--- config.mk ---
export PLATFORM = sky130hd
export DESIGN_NAME = min_vruntime_process_picker
export DESIGN_NICKNAME = d
export VERILOG_FILES = /design/src/sv/mvrt_pkg.sv /design/src/sv/mvrt_slot_mem.sv /design/src/sv/mvrt_picker.sv /design/src/sv/min_vruntime_process_picker.sv
export SDC_FILE = /design/constraint.sdc
export NUM_CORES = 2
export LEC_CHECK = 0
export BUFFER_PORTS_ARGS = -buffer_cell sky130_fd_sc_hd__buf_2
export CAP_MARGIN = 20
export CORE_AREA = 5 5 277 333
export CTS_CLUSTER_DIAMETER = 200
export DETAILED_ROUTE_END_ITERATION = 16
export DIE_AREA = 0 0 282 338
export GPL_ROUTABILITY_DRIVEN = 0
export PLACE_DENSITY = 0.73
export REMOVE_ABC_BUFFERS = 1
export SLEW_MARGIN = 20
export SYNTH_ARGS = -nofsm -noshare
export SYNTH_HDL_FRONTEND = slang
export SYNTH_SLANG_ARGS = --single-unit
--- constraint.sdc ---
create_clock -name clock -period 19.77 [get_ports clock]
set_clock_uncertainty 0.05 [all_clocks]
set_input_delay 4.9425 -clock clock [delete_from_list [all_inputs] [get_ports clock]]
set_output_delay 4.9425 -clock clock [all_outputs]
set_load 0.03 [all_outputs]
--- src/sv/mvrt_pkg.sv ---
package mvrt_pkg;

   localparam int MAX_PROCS_DEF    = 16;
   localparam int RUNTIME_BITS_DEF = 32;
   localparam int STAMP_W          = 32;
   localparam int MODE_W           = 2;
   localparam int ID_W             = 4;
   localparam int TICK_CHARGE      = 10;

   typedef enum logic [MODE_W-1:0] {
      MODE_ADD    = 2'd0,
      MODE_REMOVE = 2'd1,
      MODE_TICK   = 2'd2,
      MODE_SCHED  = 2'd3
   } mode_type;

endpackage

--- src/sv/mvrt_slot_mem.sv ---
module mvrt_slot_mem #(
   parameter int DEPTH = mvrt_pkg::MAX_PROCS_DEF,
   parameter int RT_W  = mvrt_pkg::RUNTIME_BITS_DEF,
   parameter int IDX_W = $clog2(DEPTH)
) (
   input  logic                       clock,
   input  logic                       reset,
   input  logic                       rt_we,
   input  logic                       st_we,
   input  logic [IDX_W-1:0]           waddr,
   input  logic [RT_W-1:0]            rt_wdata,
   input  logic [mvrt_pkg::STAMP_W-1:0] st_wdata,
   input  logic [IDX_W-1:0]           raddr,
   output logic [RT_W-1:0]            rt_rdata,
   output logic [mvrt_pkg::STAMP_W-1:0] st_rdata
);
   import mvrt_pkg::*;

   logic [RT_W-1:0]    rt_mem [DEPTH];
   logic [STAMP_W-1:0] st_mem [DEPTH];
   logic [DEPTH-1:0]   rt_written_ff;
   logic [RT_W-1:0]    rt_rd_ff;
   logic               rt_ok_ff;
   logic [STAMP_W-1:0] st_rd_ff;

   always_ff @(posedge clock) begin
      if (rt_we) begin
         rt_mem[waddr] <= rt_wdata;
      end
      if (st_we) begin
         st_mem[waddr] <= st_wdata;
      end
      rt_rd_ff <= rt_mem[raddr];
      st_rd_ff <= st_mem[raddr];
   end

   // runtime entries read as zero until first written
   always_ff @(posedge clock) begin
      if (reset) begin
         rt_written_ff <= '0;
         rt_ok_ff      <= 1'b0;
      end else begin
         if (rt_we) begin
            rt_written_ff[waddr] <= 1'b1;
         end
         rt_ok_ff <= rt_written_ff[raddr];
      end
   end

   assign rt_rdata = rt_ok_ff ? rt_rd_ff : '0;
   assign st_rdata = st_rd_ff;

endmodule

--- src/sv/mvrt_picker.sv ---
module mvrt_picker #(
   parameter int RT_W  = mvrt_pkg::RUNTIME_BITS_DEF,
   parameter int IDX_W = 4
) (
   input  logic                         clock,
   input  logic                         reset,
   input  logic                         clear,
   input  logic                         cand_valid,
   input  logic                         cand_ok,
   input  logic [IDX_W-1:0]             cand_idx,
   input  logic [RT_W-1:0]              cand_rt,
   input  logic [mvrt_pkg::STAMP_W-1:0] cand_stamp,
   input  logic [mvrt_pkg::STAMP_W-1:0] add_count,
   output logic                         found,
   output logic [IDX_W-1:0]             best_idx,
   output logic                         best_rt_zero
);
   import mvrt_pkg::*;

   logic               found_ff;
   logic [IDX_W-1:0]   best_idx_ff;
   logic [RT_W-1:0]    best_rt_ff;
   logic [STAMP_W-1:0] best_age_ff;
   logic [STAMP_W-1:0] cand_age;
   logic               better;

   // age wraps with the add counter
   assign cand_age = add_count - cand_stamp;
   assign better   = cand_valid && cand_ok &&
                     (!found_ff || (cand_rt < best_rt_ff) ||
                      ((cand_rt == best_rt_ff) && (cand_age < best_age_ff)));

   always_ff @(posedge clock) begin
      if (reset) begin
         found_ff <= 1'b0;
      end else if (clear) begin
         found_ff <= 1'b0;
      end else if (better) begin
         found_ff <= 1'b1;
      end
      if (better) begin
         best_idx_ff <= cand_idx;
         best_rt_ff  <= cand_rt;
         best_age_ff <= cand_age;
      end
   end

   assign found        = found_ff;
   assign best_idx     = best_idx_ff;
   assign best_rt_zero = (best_rt_ff == '0);

endmodule

--- src/sv/min_vruntime_process_picker.sv ---
// channel  | direction | ports                                         | transfer
// ---------+-----------+-----------------------------------------------+----------------
// req      | in        | req_mode, req_proc_id                         | valid & ready
// rsp      | out       | rsp_switched, rsp_chosen_id, rsp_first_start, | valid & ready
//          |           | rsp_running_valid, rsp_running_id             |
//
// add and remove go to done directly; schedule scans all slots, a tick on a running
// slot charges it, then scans: the scan reads one slot a cycle from the slot memory.
// synchronous reset clears flags, counters and the runtime written bits at once.
// a result waits in its output register; the next request is taken meanwhile,
// and the block only stalls when a new result finds that register still full.
module min_vruntime_process_picker #(
   parameter int MAX_PROCS    = mvrt_pkg::MAX_PROCS_DEF,
   parameter int RUNTIME_BITS = mvrt_pkg::RUNTIME_BITS_DEF
) (
   input  logic                        clock,
   input  logic                        reset,
   input  logic                        req_valid,
   output logic                        req_ready,
   input  logic [mvrt_pkg::MODE_W-1:0] req_mode,
   input  logic [mvrt_pkg::ID_W-1:0]   req_proc_id,
   output logic                        rsp_valid,
   input  logic                        rsp_ready,
   output logic                        rsp_switched,
   output logic [mvrt_pkg::ID_W-1:0]   rsp_chosen_id,
   output logic                        rsp_first_start,
   output logic                        rsp_running_valid,
   output logic [mvrt_pkg::ID_W-1:0]   rsp_running_id
);
   import mvrt_pkg::*;

   localparam int IDX_W = $clog2(MAX_PROCS);

   typedef enum logic [2:0] {
      S_IDLE,
      S_TICK_WR,
      S_SCAN,
      S_LAST,
      S_DONE
   } state_type;

   state_type          state_ff;
   mode_type           op_mode_ff;
   logic [ID_W-1:0]    op_id_ff;
   logic               pick_run_ff;
   logic [IDX_W-1:0]   scan_ff;
   logic               cmp_vld_ff;
   logic [IDX_W-1:0]   cmp_idx_ff;
   logic [MAX_PROCS-1:0] present_ff;
   logic [MAX_PROCS-1:0] running_ff;
   logic [STAMP_W-1:0] add_count_ff;
   logic               cur_valid_ff;
   logic [IDX_W-1:0]   cur_slot_ff;
   logic               rsp_valid_ff;
   logic               rsp_switched_ff;
   logic [ID_W-1:0]    rsp_chosen_id_ff;
   logic               rsp_first_start_ff;
   logic               rsp_running_valid_ff;
   logic [ID_W-1:0]    rsp_running_id_ff;

   logic               req_xfer;
   logic               out_free;
   logic               done_go;
   logic               op_in_range;
   logic [IDX_W-1:0]   op_idx;
   logic               tickable;
   logic [RUNTIME_BITS:0] tick_sum;
   logic [RUNTIME_BITS-1:0] tick_rt;

   logic               rt_we;
   logic               st_we;
   logic [IDX_W-1:0]   waddr;
   logic [RUNTIME_BITS-1:0] rt_wdata;
   logic [IDX_W-1:0]   raddr;
   logic [RUNTIME_BITS-1:0] rt_rdata;
   logic [STAMP_W-1:0] st_rdata;

   logic               pk_found;
   logic [IDX_W-1:0]   pk_idx;
   logic               pk_rt_zero;
   logic               picked;
   logic               cur_valid_in;
   logic [IDX_W-1:0]   cur_slot_in;

   assign req_ready   = (state_ff == S_IDLE);
   assign req_xfer    = req_valid && req_ready;
   assign out_free    = !rsp_valid_ff || rsp_ready;
   assign done_go     = (state_ff == S_DONE) && out_free;
   assign op_in_range = (32'(op_id_ff) < 32'(MAX_PROCS));
   assign op_idx      = IDX_W'(op_id_ff);
   assign tickable    = cur_valid_ff && running_ff[cur_slot_ff];

   // saturating charge of the running slot
   assign tick_sum = {1'b0, rt_rdata} + (RUNTIME_BITS + 1)'(TICK_CHARGE);
   assign tick_rt  = tick_sum[RUNTIME_BITS] ? '1 : tick_sum[RUNTIME_BITS-1:0];

   assign picked       = pick_run_ff && pk_found;
   assign cur_valid_in = cur_valid_ff || picked;
   assign cur_slot_in  = picked ? pk_idx : cur_slot_ff;

   assign raddr = (state_ff == S_SCAN) ? scan_ff : cur_slot_ff;

   always_comb begin
      rt_we    = 1'b0;
      st_we    = 1'b0;
      waddr    = cur_slot_ff;
      rt_wdata = tick_rt;
      if (state_ff == S_TICK_WR) begin
         rt_we = 1'b1;
      end else if (done_go) begin
         if (picked) begin
            waddr    = pk_idx;
            rt_we    = pk_rt_zero;
            rt_wdata = RUNTIME_BITS'(1);
         end else if (op_mode_ff == MODE_ADD && op_in_range) begin
            waddr = op_idx;
            st_we = 1'b1;
         end
      end
   end

   mvrt_slot_mem #(
      .DEPTH (MAX_PROCS),
      .RT_W  (RUNTIME_BITS),
      .IDX_W (IDX_W)
   ) u_mem (
      .clock    (clock),
      .reset    (reset),
      .rt_we    (rt_we),
      .st_we    (st_we),
      .waddr    (waddr),
      .rt_wdata (rt_wdata),
      .st_wdata (add_count_ff + STAMP_W'(1)),
      .raddr    (raddr),
      .rt_rdata (rt_rdata),
      .st_rdata (st_rdata)
   );

   mvrt_picker #(
      .RT_W  (RUNTIME_BITS),
      .IDX_W (IDX_W)
   ) u_picker (
      .clock        (clock),
      .reset        (reset),
      .clear        (req_xfer),
      .cand_valid   (cmp_vld_ff),
      .cand_ok      (present_ff[cmp_idx_ff] && !running_ff[cmp_idx_ff]),
      .cand_idx     (cmp_idx_ff),
      .cand_rt      (rt_rdata),
      .cand_stamp   (st_rdata),
      .add_count    (add_count_ff),
      .found        (pk_found),
      .best_idx     (pk_idx),
      .best_rt_zero (pk_rt_zero)
   );

   always_ff @(posedge clock) begin
      if (reset) begin
         state_ff     <= S_IDLE;
         pick_run_ff  <= 1'b0;
         scan_ff      <= '0;
         cmp_vld_ff   <= 1'b0;
         present_ff   <= '0;
         running_ff   <= '0;
         add_count_ff <= '0;
         cur_valid_ff <= 1'b0;
         cur_slot_ff  <= '0;
         rsp_valid_ff <= 1'b0;
      end else begin
         if (done_go) begin
            rsp_valid_ff <= 1'b1;
         end else if (rsp_ready) begin
            rsp_valid_ff <= 1'b0;
         end
         cmp_vld_ff <= (state_ff == S_SCAN);
         cmp_idx_ff <= scan_ff;
         unique case (state_ff)
            S_IDLE: begin
               if (req_xfer) begin
                  op_mode_ff  <= mode_type'(req_mode);
                  op_id_ff    <= req_proc_id;
                  scan_ff     <= '0;
                  pick_run_ff <= (mode_type'(req_mode) == MODE_SCHED);
                  unique case (mode_type'(req_mode))
                     MODE_TICK: begin
                        // read issued now for the charge next cycle
                        state_ff <= tickable ? S_TICK_WR : S_DONE;
                     end
                     MODE_SCHED: begin
                        state_ff <= S_SCAN;
                     end
                     default: begin
                        state_ff <= S_DONE;
                     end
                  endcase
               end
            end
            S_TICK_WR: begin
               pick_run_ff <= 1'b1;
               state_ff    <= S_SCAN;
            end
            S_SCAN: begin
               scan_ff <= IDX_W'(scan_ff + 1'b1);
               if (scan_ff == IDX_W'(MAX_PROCS - 1)) begin
                  state_ff <= S_LAST;
               end
            end
            S_LAST: begin
               state_ff <= S_DONE;
            end
            S_DONE: begin
               if (out_free) begin
                  state_ff             <= S_IDLE;
                  rsp_switched_ff      <= picked;
                  rsp_chosen_id_ff     <= picked ? ID_W'(pk_idx) : '0;
                  rsp_first_start_ff   <= picked && pk_rt_zero;
                  rsp_running_valid_ff <= cur_valid_in;
                  rsp_running_id_ff    <= cur_valid_in ? ID_W'(cur_slot_in) : '0;
                  cur_valid_ff         <= cur_valid_in;
                  cur_slot_ff          <= cur_slot_in;
                  if (picked) begin
                     // old runner back to ready, new one marked running
                     running_ff <= (running_ff &
                                    ~(MAX_PROCS'(cur_valid_ff) << cur_slot_ff)) |
                                   (MAX_PROCS'(1) << pk_idx);
                  end else if (op_in_range) begin
                     if (op_mode_ff == MODE_ADD) begin
                        present_ff[op_idx] <= 1'b1;
                        running_ff[op_idx] <= 1'b0;
                        add_count_ff       <= add_count_ff + STAMP_W'(1);
                     end else if (op_mode_ff == MODE_REMOVE) begin
                        present_ff[op_idx] <= 1'b0;
                     end
                  end
               end
            end
            default: begin
               state_ff <= S_IDLE;
            end
         endcase
      end
   end

   assign rsp_valid         = rsp_valid_ff;
   assign rsp_switched      = rsp_switched_ff;
   assign rsp_chosen_id     = rsp_chosen_id_ff;
   assign rsp_first_start   = rsp_first_start_ff;
   assign rsp_running_valid = rsp_running_valid_ff;
   assign rsp_running_id    = rsp_running_id_ff;

`ifndef SYNTHESIS
   a_one_runner: assert property (@(posedge clock) disable iff (reset)
      $onehot0(running_ff))
      else $error("more than one slot marked running");

   a_runner_is_current: assert property (@(posedge clock) disable iff (reset)
      $onehot(running_ff) |-> cur_valid_ff && running_ff[cur_slot_ff])
      else $error("running slot is not the current slot");

   a_switch_sets_current: assert property (@(posedge clock) disable iff (reset)
      rsp_valid && rsp_switched |-> rsp_running_valid && rsp_running_id == rsp_chosen_id)
      else $error("switched result does not report the chosen slot as running");

   a_busy_after_transfer: assert property (@(posedge clock) disable iff (reset)
      req_valid && req_ready |=> !req_ready)
      else $error("request taken while an item is in progress");
`endif

endmodule
==> reports/metrics.cfg <==
[drt]
num_vias=28800
wl_per_cell_um=26.1
postRouteAntennaNets=0
wl_um=118000
drtPass1Iterations=5
vias_per_cell=6.37
drc_errors=0
drtIter0Drc=3092

[pwr]
total_power_mw=5.20
p_leak_nw=22.0
ir_drop_v=0.0000885
p_per_area_mw_per_mm2=88.9

[critical_path]
crit_family=simple AND/OR/NAND/NOR gates
worstPathMaxFanout=32
crit_path_frequent_cell=nand2b_1
crit_type=primary input to flip-flop
cp-end-kind=flip-flop
cp_slowest_stage_delay_ns=0.98
cpMaxStageDelayCell=nor2_4
crit_chain=buf_2 > nand2b_1 > nand2_1 > nor2_1 > a32oi_1 > nand2b_1 > nor2_4
reg2reg_depth=19
crit_buf_inv=1
crit_cells=7
worstPathArrival_ns=8.03
rrSetupSlack_ns=13.45
start_kind=primary input
required_ns=20.02

[die]
dieArea_sq_mm=0.0953
coreArea_sq_mm=0.0887
ios=23
die_h_um=338
die_width_um=282
row_count=120
start_util=0.594

[synthesis]
synth.most_common_cell=edfxtp_1
synth.avg_cell_area_sq_um=16.3
synthesis.area_sq_mm=0.0527
synth_edf_count=1113
synthCells=3226
synth_top_area_share=0.635
ys_warn_count=0
synth_ff_type=edfxtp_1
synth-async-reset-ratio=0
yosysUniqueCellTypes=71
yosysTopAreaCell=edfxtp_1
synth_common_cells=1113 x edfxtp_1, 261 x mux4_2, 239 x nand2_1, 170 x nor2_1, 161 x dfxtp_1
synth_area_leaders=edfxtp_1 63%, mux4_2 11%, dfxtp_1 6.1%, ha_1 2.3%, nand2_1 1.7%
synth_seq_cells=1274
synth_seq_area_share=0.696

[clocking]
clock_path_buffers=3
clk_latency_ns=0.69
cts_hold_buf=0
cts-resized-gates=0
postCtsSetupRepairBufs=0
htree_levels=3
clkSinkCount=1274
cts_tree=yes
cts_buffers=118
cts_root_buffer=clkbuf_16
clkTransAtPathRegs_ns=0.06

[grt]
grt_antenna_before_repair=1
grt_max_degree=100
grt_pass1_wl_um=179000
track_usage=0.248
grt_pass1_vias=30200
grt.overflow.total=0

[worst_hold_path]
hold_path.class=flip-flop to flip-flop
whs_path_depth=1

[status]
status=complete, no violations

[placement]
io_buffers=22
hpwl_um=69600

[sta]
slew_headroom=0.218
hold_violations=0
whs_ns=0.419
setup_viol=0
max_clock_freq_mhz=128
rsz0062_at_grt=false
worst_slew_pin_slew_ns=1.17
fin_crit_sh=0.394
layout_min_cycle_time_ns=7.79
final_max_slew_viol_count=0

[cells_and_area]
nets=3385
drive_above_1_share=0.183
diodes=0
syn_to_final_growth_pct=11.1

[flow_run]
max_cap_viol_count=0

## state kept, by name (all words and copies together) (netlist names), 16 cells and up, named ones only
signal                flops
u_mem.rt_mem            512
u_mem.rt_written_ff      16
u_mem.st_rdata           32
add_count_ff             32
u_mem.st_mem            512
u_picker.best_rt_ff      32
u_mem.rt_rd_ff           32
u_picker.best_age_ff     32
running_ff               16
## cells in the final DEF (no fill, tap or decap), types with 92 or more instances in the layout
| cell | count |
|---|---|
| edfxtp_1 | 1113 |
| mux4_2 | 261 |
| nand2_1 | 239 |
| dfxtp_1 | 161 |
| nor2_1 | 140 |
| inv_1 | 122 |
| clkbuf_16 | 122 |
| ha_1 | 97 |
| a21oi_1 | 96 |
| and2_1 | 95 |
| a211oi_1 | 92 |
## power breakdown
part	switching (mW)	internal, mW
clock network	0.954	1.31
logic	0.0294	0.0146
registers	0.00586	2.89
## cells by family (layout without fill, tap and decap cells)
| group | count (synthesis) | after routing | synth area share |
|---|---|---|---|
| xor gates and xnor gates | 104 | 104 | 0.0173 |
| AOI/OAI and AO/OA | 449 | 449 | 0.0564 |
| muxes | 275 | 275 | 0.114 |
| adders and majority gates | 98 | 98 | 0.0234 |
| buffers and inverters | 286 | 430 | 0.0246 |
| and+or+nand+nor | 740 | 740 | 0.0681 |
| DFF | 1274 | 1274 | 0.696 |
## layer usage
metal  part of all wire  GRT usage  wire length (um)  vias to the layer above
met1               0.37      0.309             44000                    14800
met4              0.041      0.102              4900                        2
met2               0.52      0.440             61700                     1195
met3              0.064     0.0358              7550                      241
li1                   -          -                 -                    12600
met5            0.00011          0                13                        -
## final cells by class
type                       instances  area [sq um]
timing repair buffer              93           918
sequential                      1274         36600
clock buffer                     159          3260
multi-input combinational       1666         15200
inverter                         124           465
clock inverter                    54           587
fill                            5724         30200
tap                             1159          1450
## per-stage QoR
stage	std cells	setup TNS, ns	instance area [sq um]	util	setup slack, ns
floorplan	3064	-424.98	51800	-	-6.56
global placement	4299	0	54200	0.610	11.10
detailed placement	4300	0	54200	0.611	10.99
CTS	4513	0	58100	0.654	11.67
global route	4529	0	58500	0.659	11.90
finish	4529	0	58500	0.659	11.98
## final timing paths
| kind | from | end |
|---|---|---|
| max | rsp_ready | u_mem.st_mem[5][4] |
| min reg2reg | u_mem.rt_written_ff[7] | u_mem.rt_written_ff[7] |
| min | u_mem.rt_written_ff[7] | u_mem.rt_written_ff[7] |
| max reg2reg | add_count_ff[0] | u_picker.best_age_ff[3] |
Power figures use the tool's default switching activity.
